--- src/hw/rtl/lazy_prim_spanning_tree_macros.svh ---
// ---------------------------------------------------------------------------
// Assertion macros for the lazy Prim spanning tree block
// Wrap concurrent checks so that synthesis sees nothing.
// ---------------------------------------------------------------------------
`ifndef LAZY_PRIM_SPANNING_TREE_MACROS_SVH
`define LAZY_PRIM_SPANNING_TREE_MACROS_SVH
`ifndef SYNTHESIS
// condition implies property in the same cycle
`define LPST_ASSERT_IMP(lbl, clk, rst, cond, prop) \
  lbl: assert property (@(posedge clk) disable iff (rst) (cond) |-> (prop)) \
    else $error("lpst assertion failed");
// condition implies property in the next cycle
`define LPST_ASSERT_NEXT(lbl, clk, rst, cond, prop) \
  lbl: assert property (@(posedge clk) disable iff (rst) (cond) |=> (prop)) \
    else $error("lpst assertion failed");
`else
`define LPST_ASSERT_IMP(lbl, clk, rst, cond, prop)
`define LPST_ASSERT_NEXT(lbl, clk, rst, cond, prop)
`endif
`endif

--- src/hw/rtl/lpst_ram.sv ---
// ---------------------------------------------------------------------------
// lpst_ram
// Simple dual-port RAM, one write and one registered read port.
// ---------------------------------------------------------------------------
module lpst_ram #(
  parameter int WIDTH = 8,
  parameter int DEPTH = 16,
  localparam int AW = (DEPTH > 1) ? $clog2(DEPTH) : 1
) (
  input  logic             clk,
  input  logic             we,
  input  logic [AW-1:0]    waddr,
  input  logic [WIDTH-1:0] wdata,
  input  logic [AW-1:0]    raddr,
  output logic [WIDTH-1:0] rdata
);
  logic [WIDTH-1:0] mem [DEPTH];

  always_ff @(posedge clk) begin
    if (we) begin
      mem[waddr] <= wdata;
    end
    rdata <= mem[raddr];
  end
endmodule
--- config.mk ---
export PLATFORM = sky130hd
export DESIGN_NAME = lpst_ram
export DESIGN_NICKNAME = d
export VERILOG_FILES = /design/src/hw/rtl/lazy_prim_spanning_tree_macros.svh /design/src/hw/rtl/lpst_ram.sv
export SDC_FILE = /design/constraint.sdc
export NUM_CORES = 1
export LEC_CHECK = 0
export ABC_AREA = 1
export BUFFER_PORTS_ARGS = -buffer_cell sky130_fd_sc_hd__buf_2
export CAP_MARGIN = 20
export CORE_AREA = 2 2 117 119
export CTS_CLUSTER_SIZE = 24
export DETAILED_ROUTE_END_ITERATION = 7
export DIE_AREA = 0 0 119 121
export HOLD_SLACK_MARGIN = 0.15
export PLACE_DENSITY = 0.74
export RECOVER_POWER = 50
export SYNTH_ARGS = -nofsm -noshare
export SYNTH_HDL_FRONTEND = slang
export SYNTH_SLANG_ARGS = --single-unit
--- constraint.sdc ---
create_clock -name clk -period 1.2 [get_ports clk]
set_clock_uncertainty 0.2 [all_clocks]
set_input_delay 0.06 -clock clk [delete_from_list [all_inputs] [get_ports clk]]
set_output_delay 0.06 -clock clk [all_outputs]
set_load 0.02 [all_outputs]
==> results.py, run 1 <==
metrics = {
    "worst_setup_path": {
        "cp.required_ps": 1350,
        "worstSetupEndpointType": "register",
        "critPathTopFamily": "buffers and inverters",
        "critPathKind": "in -> reg",
        "max_stage_delay_ps": 530,
        "crit_buf_inv": 3,
        "cp-start-kind": "primary input",
        "cpMaxStageDelayCell": "dlygate4sd3_1",
        "crit_chain": "dlygate4sd3_1 > buf_2 > inv_1 > nand3_2 > nand2_2",
        "crit_fanout": 8,
        "crit_arrival_ps": 1360,
    },
    "clock_network": {
        "clock_latency_ps": 410,
        "cts_buffers": 17,
        "ctsHoldBuffers": 10,
        "cts_tree": "done",
        "cts.path.max_buffers": 2,
        "postCtsSetupBuffers": 0,
        "clockRootBuffer": "clkbuf_16",
        "cts.sinks": 136,
        "clk_pin_slew_ps": 60,
        "htree_levels": 4,
    },
    "timing": {
        "max_slew_margin": 0.6527,
        "worstMarginPinSlew_ps": 520.9,
        "holdWs_ps": -8.038,
        "setup_ws_ps": -9.197,
        "setup_tns_ps": -9.197,
        "drv_slew": 0,
        "final.min_clock_period_ps": 1209,
        "setup_viol": 1,
        "period_share": 1.008,
        "max_freq_mhz": 827.0,
        "hold_viol": 3,
        "grt_setup_unrepaired": "true",
    },
    "synthesis": {
        "syn-cell-area_sq_um": 5767,
        "ys_warn_count": 0,
        "syn_area_per_cell_sq_um": 10.47,
        "ys_seq_area_frac": 0.6943,
        "synth_cell_types": 12,
        "yosysTopAreaCell": "edfxtp_1",
        "synth-seq-cells": 136,
        "synth_top_area_frac": 0.6665,
        "syn_nets": 569,
        "synth.area.top_cells": "edfxtp_1, nand2_1, nand3_1, inv_1, dfxtp_1",
        "syn_inst": 551,
    },
    "global_route": {
        "grt_pass1_vias": 3958,
        "grt_antenna_before_repair": 0,
        "grt_util_all_layers": 0.1879,
        "grt_pass1_wl_um": 20450,
        "grt_max_degree": 65,
        "gr-total-overflow": 0,
    },
    "finish": {
        "diodes": 0,
        "nets": 626,
        "final_common_cell": "nand2_1",
        "synthToLayoutAreaGrowth_pct": 23.41,
        "layout-drive-gt1-share": 0.1884,
        "final_cell_mix": "nand2_1, edfxtp_1, inv_1",
    },
    "worst_hold_path": {
        "min_path_type": "in -> reg",
    },
    "route": {
        "vias": 3995,
        "drtPass1Iterations": 5,
        "drt-vias-per-instance": 5.013,
        "wl_per_cell_um": 16.71,
        "ant_nets": 0,
        "finalWirelength_um": 13320,
        "post-route-drc-count": 0,
        "drtIter0Drc": 462,
    },
    "flow_run": {
        "cap_violations": 0,
    },
    "placed_design": {
        "place_congestion": 0.8182,
        "dp_slack_ps": -195.7,
        "dp.final_hpwl_um": 7757,
        "numPortBuffers": 25,
    },
    "pwr": {
        "swShare": 0.2118,
        "powerDensity_nw_per_um2": 1649,
        "power_w": 0.01174,
        "power_frac_seq": 0.456,
        "pwr-share-comb": 0.069,
        "power.leakage_nw": 3.062,
        "clock_power_share": 0.475,
        "peakVddDrop_mv": 1.101,
        "p_int_w": 0.009251,
        "p_switching_w": 0.002486,
    },
    "floorplan": {
        "core-area_sq_um": 13090,
        "dieArea_sq_um": 14400,
        "fp-row-count": 42,
        "die_h_um": 121,
        "die_w_um": 119,
        "io_pins": 26,
        "initial_utilization": 0.4407,
    },
    "status": {
        "failed_checks": "hold timing, setup timing",
        "run_status": "finished with violations",
    },
}
cell type report:
type	instances	area, sq um
Clock inverter	13	202.7
Sequential cell	136	4005
Inverter	102	382.9
Multi-Input combinational cell	289	1414
Tap cell	176	220.2
Fill cell	1024	5968
Timing Repair Buffer	62	459.2
Clock buffer	19	432.9
cells by family after synthesis:
group                  after synthesis  synth area share
flip-flops                         136            0.6943
AND/OR/NAND/NOR                    289            0.2105
buffers and inverters              126           0.09525
cells in the mapped netlist:
cell and count:
nand2_1 173, edfxtp_1 128, inv_1 100, nand3_1 97, nor2_1 17, buf_2 13
dfxtp_1 8, buf_6 6, buf_4 4, inv_2 2, nand3b_1 2, buf_1 1
power by group through the flow:
stage	clock [W]	sequential, W	combinational [W]
floorplan	0	0.00547	0.000375
global placement	0	0.00544	0.000690
detailed placement	0	0.00544	0.000713
CTS	0.00561	0.00535	0.000758
global route	0.00581	0.00535	0.000884
finish	0.00558	0.00535	0.000811
worst min-delay path, cell delays in order:
cell	delay, ps
buf_2	120
buf_4	150
nand3_2	80
nand3_2	80
nand2_2	60
through the flow:
step / utilization / area (sq um) / std cells
6_report: 0.5439 / 7117 / 797
5_1_grt: 0.5439 / 7117 / 797
4_1_cts: 0.5342 / 6990 / 798
3_5_place_dp: 0.4762 / 6231 / 756
3_3_place_gp: 0.4762 / 6231 / 756
2_1_floorplan: - / 5767 / 551
flip-flops by register name, summed over array words and instances (netlist names):
register / count
mem: 128
rdata: 8
final timing paths:
check | start | to | slack [ps] | cells past startpoint
worst max-delay path | raddr[3] | rdata[5] | -9 | 5
worst min-delay path | raddr[2] | rdata[1] | -8 | 5
worst max register to register | mem[3][5] | rdata[5] | 0 | 6
worst min register to register | mem[7][7] | rdata[7] | 480 | 6
layer usage:
layer  up-vias  routed length [um]  GRT usage
met2       155                6574     0.3075
li1       1890                   -          -
met1      1919                5491     0.2393
met3        31                 830    0.04088
met4         0                 423    0.08854
met5         -                   0          0
timing repair:
action	CTS	global route
setup endpoints to repair	6	8
hold endpoints to repair	264	60
resized for setup	7	37
pin swaps	1	10
Note: power is estimated with default switching activity, not from simulation.
==> run 2: changes to the inputs <==
ABC_AREA = 0   (was 1)
CORE_AREA = 2 2 110 112   (was 2 2 117 119)
DIE_AREA = 0 0 112 114   (was 0 0 119 121)
==> results.py, run 2 <==
metrics = {
    "status": {
        "run_status": "finished with violations",
        "failed_checks": "setup timing",
    },
    "route": {
        "ant_nets": 0,
        "post-route-drc-count": 0,
        "drtPass1Iterations": 7,
        "drt-vias-per-instance": 5.404,
        "drtIter0Drc": 324,
        "wl_per_cell_um": 21.49,
        "finalWirelength_um": 9995,
        "vias": 2513,
    },
    "worst_setup_path": {
        "cp.required_ps": 1290,
        "max_stage_delay_ps": 520,
        "cpMaxStageDelayCell": "mux4_2",
        "crit_arrival_ps": 1590,
        "crit_cells": 3,
        "reg2reg_slack_ps": -300,
        "crit_buf_inv": 0,
        "critPathKind": "reg -> reg",
        "critPathTopFamily": "multiplexers",
        "crit_fanout": 1,
        "crit_chain": "mux4_2 > a22oi_2 > nand2_1",
        "worstSetupEndpointType": "register",
        "critPathCapture": "rdata[7]",
        "cp-start-kind": "register",
        "reg2reg_depth": 3,
        "crit-reg2reg-launch": "mem[11][7]",
        "r2r-end": "rdata[7]",
        "setup.worst_path.start": "mem[11][7]",
    },
    "clock_network": {
        "clk_pin_slew_ps": 50,
        "ctsHoldBuffers": 8,
        "cts_tree": "done",
        "cts_buffers": 17,
        "cts.sinks": 136,
        "clock_latency_ps": 410,
        "htree_levels": 4,
        "clockRootBuffer": "clkbuf_16",
        "cts.path.max_buffers": 2,
    },
    "finish": {
        "reg_top3": "mem (128), rdata (8)",
        "final_cells": 465,
        "final_cell_mix": "edfxtp_1, mux4_2, buf_4",
        "diodes": 0,
        "layout-drive-gt1-share": 0.4277,
        "final_common_cell": "edfxtp_1",
        "fin_util": 0.5475,
        "nets": 323,
        "synthToLayoutAreaGrowth_pct": 24.57,
        "largest_reg_flops": 128,
        "regMostFlops": "mem",
    },
    "timing": {
        "setup_viol": 8,
        "worstMarginPinSlew_ps": 924.2,
        "setup_ws_ps": -298.3,
        "max_freq_mhz": 667.4,
        "grt_setup_unrepaired": "true",
        "final.min_clock_period_ps": 1498,
        "hold_viol": 0,
        "max_slew_margin": 0.3816,
        "drv_slew": 0,
        "period_share": 1.249,
    },
    "synthesis": {
        "syn_area_per_cell_sq_um": 22.48,
        "syn-cell-area_sq_um": 5147,
        "ys.flop_type": "edfxtp_1",
        "yosysMostFrequentCell": "edfxtp_1",
        "synth_top_area_frac": 0.7467,
        "synth_common_cells": "edfxtp_1, mux4_2, a22oi_1",
        "synth.area.top_cells": "edfxtp_1, mux4_2, mux4_1, dfxtp_1, a22oi_1",
        "synth_edf_count": 128,
        "ys_warn_count": 0,
        "synth_cell_types": 19,
        "ys_seq_area_frac": 0.7778,
        "syn_inst": 229,
        "syn_nets": 247,
        "synth-seq-cells": 136,
        "yosysTopAreaCell": "edfxtp_1",
        "async_flop_share": 0,
    },
    "global_route": {
        "grt_max_degree": 26,
        "grt_antenna_before_repair": 0,
        "grt_pass1_wl_um": 15450,
        "grt_util_all_layers": 0.1714,
        "grt_pass1_vias": 2642,
        "gr-total-overflow": 0,
    },
    "floorplan": {
        "core-area_sq_um": 11710,
        "die_h_um": 114,
        "io_pins": 26,
        "die_w_um": 112,
        "initial_utilization": 0.4395,
        "fp-row-count": 40,
        "dieArea_sq_um": 12770,
    },
    "flow_run": {
        "cap_violations": 0,
    },
    "placed_design": {
        "dpl.cell_count": 425,
        "place_congestion": 0.7584,
        "numPortBuffers": 25,
        "dp.final_hpwl_um": 6511,
    },
    "pwr": {
        "power.leakage_nw": 2.168,
        "power_w": 0.01109,
        "peakVddDrop_mv": 1.059,
        "powerDensity_nw_per_um2": 1729,
        "power_frac_seq": 0.483,
        "swShare": 0.1932,
        "p_switching_w": 0.002142,
        "p_int_w": 0.008945,
        "clock_power_share": 0.461,
        "pwr-share-comb": 0.057,
    },
    "worst_hold_path": {
        "min_path_type": "in -> reg",
    },
}
## run 2: changes by cell type after synthesis, sizes merged, moves of 4 or more
cell and delta:
a22oi +16, nand2 -164, nand3 -96, inv -102, buf -17, mux4 +32, nor3 +4, nor2 -4
## run 2: per-layer routing
metal / vias up / global-route usage / wire [um]
li1: 1115 / - / -
met1: 1291 / 0.2178 / 4154
met2: 90 / 0.2820 / 5141
met3: 17 / 0.05367 / 559
met4: 0 / 0.06179 / 140
met5: - / 0 / 0
## run 2: repair_timing
| item | in CTS | in global routing |
|---|---|---|
| gates resized for setup | 12 | 2 |
| hold endpoints to repair | 200 | 64 |
| gates cloned | 0 | 0 |
| pin swaps | 3 | 1 |
| buffers inserted | 0 | 0 |
| endpoints found under the setup margin | 9 | 9 |
## run 2: cell families after synthesis
family,count (synthesis),synth area share
AOI/OAI and AO/OA,16,0.02334
buffers and inverters,10,0.01677
DFF,136,0.7778
muxes,32,0.1502
and+or+nand+nor,35,0.03184
## run 2: metrics by stage
| stage | setup slack, ps | hold WS (ps) | area, sq um | setup TNS (ps) |
|---|---|---|---|---|
| 3_3_place_gp | -420.2 | 239.3 | 5753 | -20510 |
| 6_report | -298.3 | 31.05 | 6412 | -2041 |
| 3_5_place_dp | -446.3 | 252.1 | 5753 | -22950 |
| 2_1_floorplan | -163.0 | -41.13 | 5191 | -4875 |
| 5_1_grt | -317.1 | 32.20 | 6412 | -2339 |
| 4_1_cts | -264.7 | 27.56 | 6469 | -1999 |
## run 2: cell type report
class	instances	area, sq um
Clock buffer	22	464.2
Clock inverter	10	126.4
Fill cell	897	5299
Multi-Input combinational cell	83	1109
Sequential cell	136	4005
Tap cell	147	183.9
Timing Repair Buffer	67	524.3
## run 2: power groups by stage
stage,Combinational (W),Clock (W),Sequential [W]
after detailed placement,0.000592,0,0.00544
after global placement,0.000572,0,0.00544
final,0.000628,0.00511,0.00535
after floorplan,0.000302,0,0.00547
after global routing,0.000676,0.00541,0.00536
after CTS,0.000643,0.00519,0.00535
## run 2: worst register-to-register path: stages, from the launching register on
cell      delay (ps)
edfxtp_1         400
mux4_2           520
a22oi_2          200
nand2_1           60
## run 2: worst min path at each step
stage               startpoint         to  slack (ps)  depth (start not counted)
finish                waddr[1]  mem[4][4]          30                          4
global route          waddr[1]  mem[4][4]          30                          4
global placement      wdata[4]  mem[6][4]         240                          1
detailed placement    wdata[4]  mem[6][4]         250                          1
CTS                   waddr[1]  mem[4][3]          30                          4
floorplan             wdata[0]  mem[0][0]         -40                          0
==> run 3: changes to the inputs <==
CORE_AREA = 2 2 134 136   (was 2 2 110 112)
DIE_AREA = 0 0 136 138   (was 0 0 112 114)
PLACE_DENSITY = 0.57   (was 0.74)
==> results.py, run 3 (synthesis results as in run 2) <==
metrics = {
    "status": {
        "run_status": "finished with violations",
        "failed_checks": "setup timing",
    },
    "worst_hold_path": {
        "min_path_type": "in -> reg",
        "min_to": "rdata[7]",
        "hold_start": "raddr[1]",
        "hold_path_depth": 4,
    },
    "worst_setup_path": {
        "cpMaxStageDelayCell": "mux4_2",
        "crit_chain": "mux4_2 > a22oi_2 > nand2_1",
        "crit-reg2reg-launch": "mem[3][2]",
        "crit_arrival_ps": 1560,
        "r2r-end": "rdata[2]",
        "critPathKind": "reg -> reg",
        "cp-start-kind": "register",
        "worstSetupEndpointType": "register",
        "crit_fanout": 1,
        "max_stage_delay_ps": 500,
        "reg2reg_slack_ps": -270,
        "critPathTopFamily": "multiplexers",
        "cp.required_ps": 1290,
        "crit_buf_inv": 0,
        "reg2reg_depth": 3,
    },
    "pwr": {
        "swShare": 0.1957,
        "clock_power_share": 0.468,
        "pwr-share-comb": 0.057,
        "power_frac_seq": 0.475,
        "power_w": 0.01125,
        "p_switching_w": 0.002201,
        "p_int_w": 0.009047,
        "peakVddDrop_mv": 0.8022,
        "power.leakage_nw": 2.207,
        "powerDensity_nw_per_um2": 1703,
    },
    "route": {
        "finalWirelength_um": 9990,
        "ant_nets": 0,
        "drtPass1Iterations": 4,
        "wl_per_cell_um": 18.13,
        "drt-vias-per-instance": 4.408,
        "vias": 2429,
        "drtIter0Drc": 135,
        "post-route-drc-count": 0,
    },
    "clock_network": {
        "clock_latency_ps": 400,
        "ctsHoldBuffers": 8,
        "htree_levels": 4,
        "clk_pin_slew_ps": 60,
        "cts.sinks": 136,
        "clockRootBuffer": "clkbuf_16",
        "cts.path.max_buffers": 2,
        "cts_tree": "done",
        "cts_buffers": 17,
    },
    "floorplan": {
        "fp-row-count": 49,
        "dieArea_sq_um": 18770,
        "initial_utilization": 0.2936,
        "io_pins": 26,
        "core-area_sq_um": 17530,
        "die_w_um": 136,
        "die_h_um": 138,
    },
    "finish": {
        "reg_top3": "mem (128), rdata (8)",
        "fillers": 1628,
        "nets": 327,
        "fin_util": 0.3766,
        "largest_reg_flops": 128,
        "fin_area_sq_um": 6604,
        "synthToLayoutAreaGrowth_pct": 28.29,
        "final_cell_mix": "edfxtp_1, mux4_2, buf_4",
        "layout-drive-gt1-share": 0.4503,
        "diodes": 0,
        "final_common_cell": "edfxtp_1",
        "regMostFlops": "mem",
    },
    "timing": {
        "setup_viol": 8,
        "max_slew_margin": 0.4228,
        "period_share": 1.225,
        "final.min_clock_period_ps": 1471,
        "setup_ws_ps": -270.5,
        "hold_viol": 0,
        "max_freq_mhz": 680.0,
        "drv_slew": 0,
        "worstMarginPinSlew_ps": 862.6,
        "grt_setup_unrepaired": "true",
    },
    "placed_design": {
        "numPortBuffers": 25,
        "dp.final_hpwl_um": 6900,
        "dpl_cell_area_sq_um": 5898,
        "place_congestion": 0.7048,
    },
    "global_route": {
        "grt_pass1_vias": 2652,
        "grt_pass1_wl_um": 15630,
        "grt_util_all_layers": 0.1150,
        "grt_max_degree": 23,
        "grt_antenna_before_repair": 0,
        "gr-total-overflow": 0,
    },
    "flow_run": {
        "cap_violations": 0,
    },
}
run 3: per-stage QoR:
step	setup TNS, ps	worst slack (ps)	hold slack, ps	cells
floorplan	-4875	-163.0	-41.13	229
global placement	-25580	-472.9	249.3	511
detailed placement	-27780	-465.0	257.3	511
CTS	-2045	-280.4	-8.764	551
global route	-2392	-334.6	36.72	551
finish	-1893	-270.5	12.53	551
run 3: worst max path at each step:
| stage | start | end | slack (ps) | cells past startpoint |
|---|---|---|---|---|
| floorplan | waddr[2] | mem[0][0] | -160 | 2 |
| global placement | raddr[0] | rdata[1] | -470 | 5 |
| detailed placement | raddr[0] | rdata[1] | -460 | 5 |
| CTS | mem[3][2] | rdata[2] | -280 | 3 |
| global route | mem[11][5] | rdata[5] | -330 | 3 |
| finish | mem[3][2] | rdata[2] | -270 | 3 |
run 3: area by class of cell:
cell class / count / area [sq um] / area share
multi-input combinational: 83 / 1101 / 0.1667
timing repair buffer: 71 / 603.1 / 0.09132
tap: 229 / 286.5 / 0.04339
clock inverter: 15 / 182.7 / 0.02766
clock buffer: 17 / 425.4 / 0.06442
sequential: 136 / 4005 / 0.6065
run 3: metal layers:
| metal | vias to the layer above | share of wire | global-route usage |
|---|---|---|---|
| met4 | 0 | 0.0031 | 0.03947 |
| met5 | - | 0 | 0 |
| met3 | 2 | 0.035 | 0.03264 |
| met1 | 1256 | 0.47 | 0.1549 |
| met2 | 50 | 0.50 | 0.1793 |
| li1 | 1121 | - | - |
run 3: tightest hold or removal path: stages:
cell and delay, ps:
buf_2 160, mux4_2 240, a22oi_1 60, nand2_1 60
run 3: power groups by stage:
stage,clock network [W],registers (W),logic (W)
finish,0.00526,0.00535,0.000639
global route,0.00554,0.00536,0.000700
CTS,0.00535,0.00535,0.000653
detailed placement,0,0.00545,0.000611
global placement,0,0.00544,0.000601
floorplan,0,0.00547,0.000302
run 3: timing repair:
item                                   4_1_cts  5_1_grt
gates resized for setup                      9        2
pin swaps                                    0        3
setup endpoints to repair                   10        8
setup buffers                                0        0
endpoints found under the hold margin      200       58
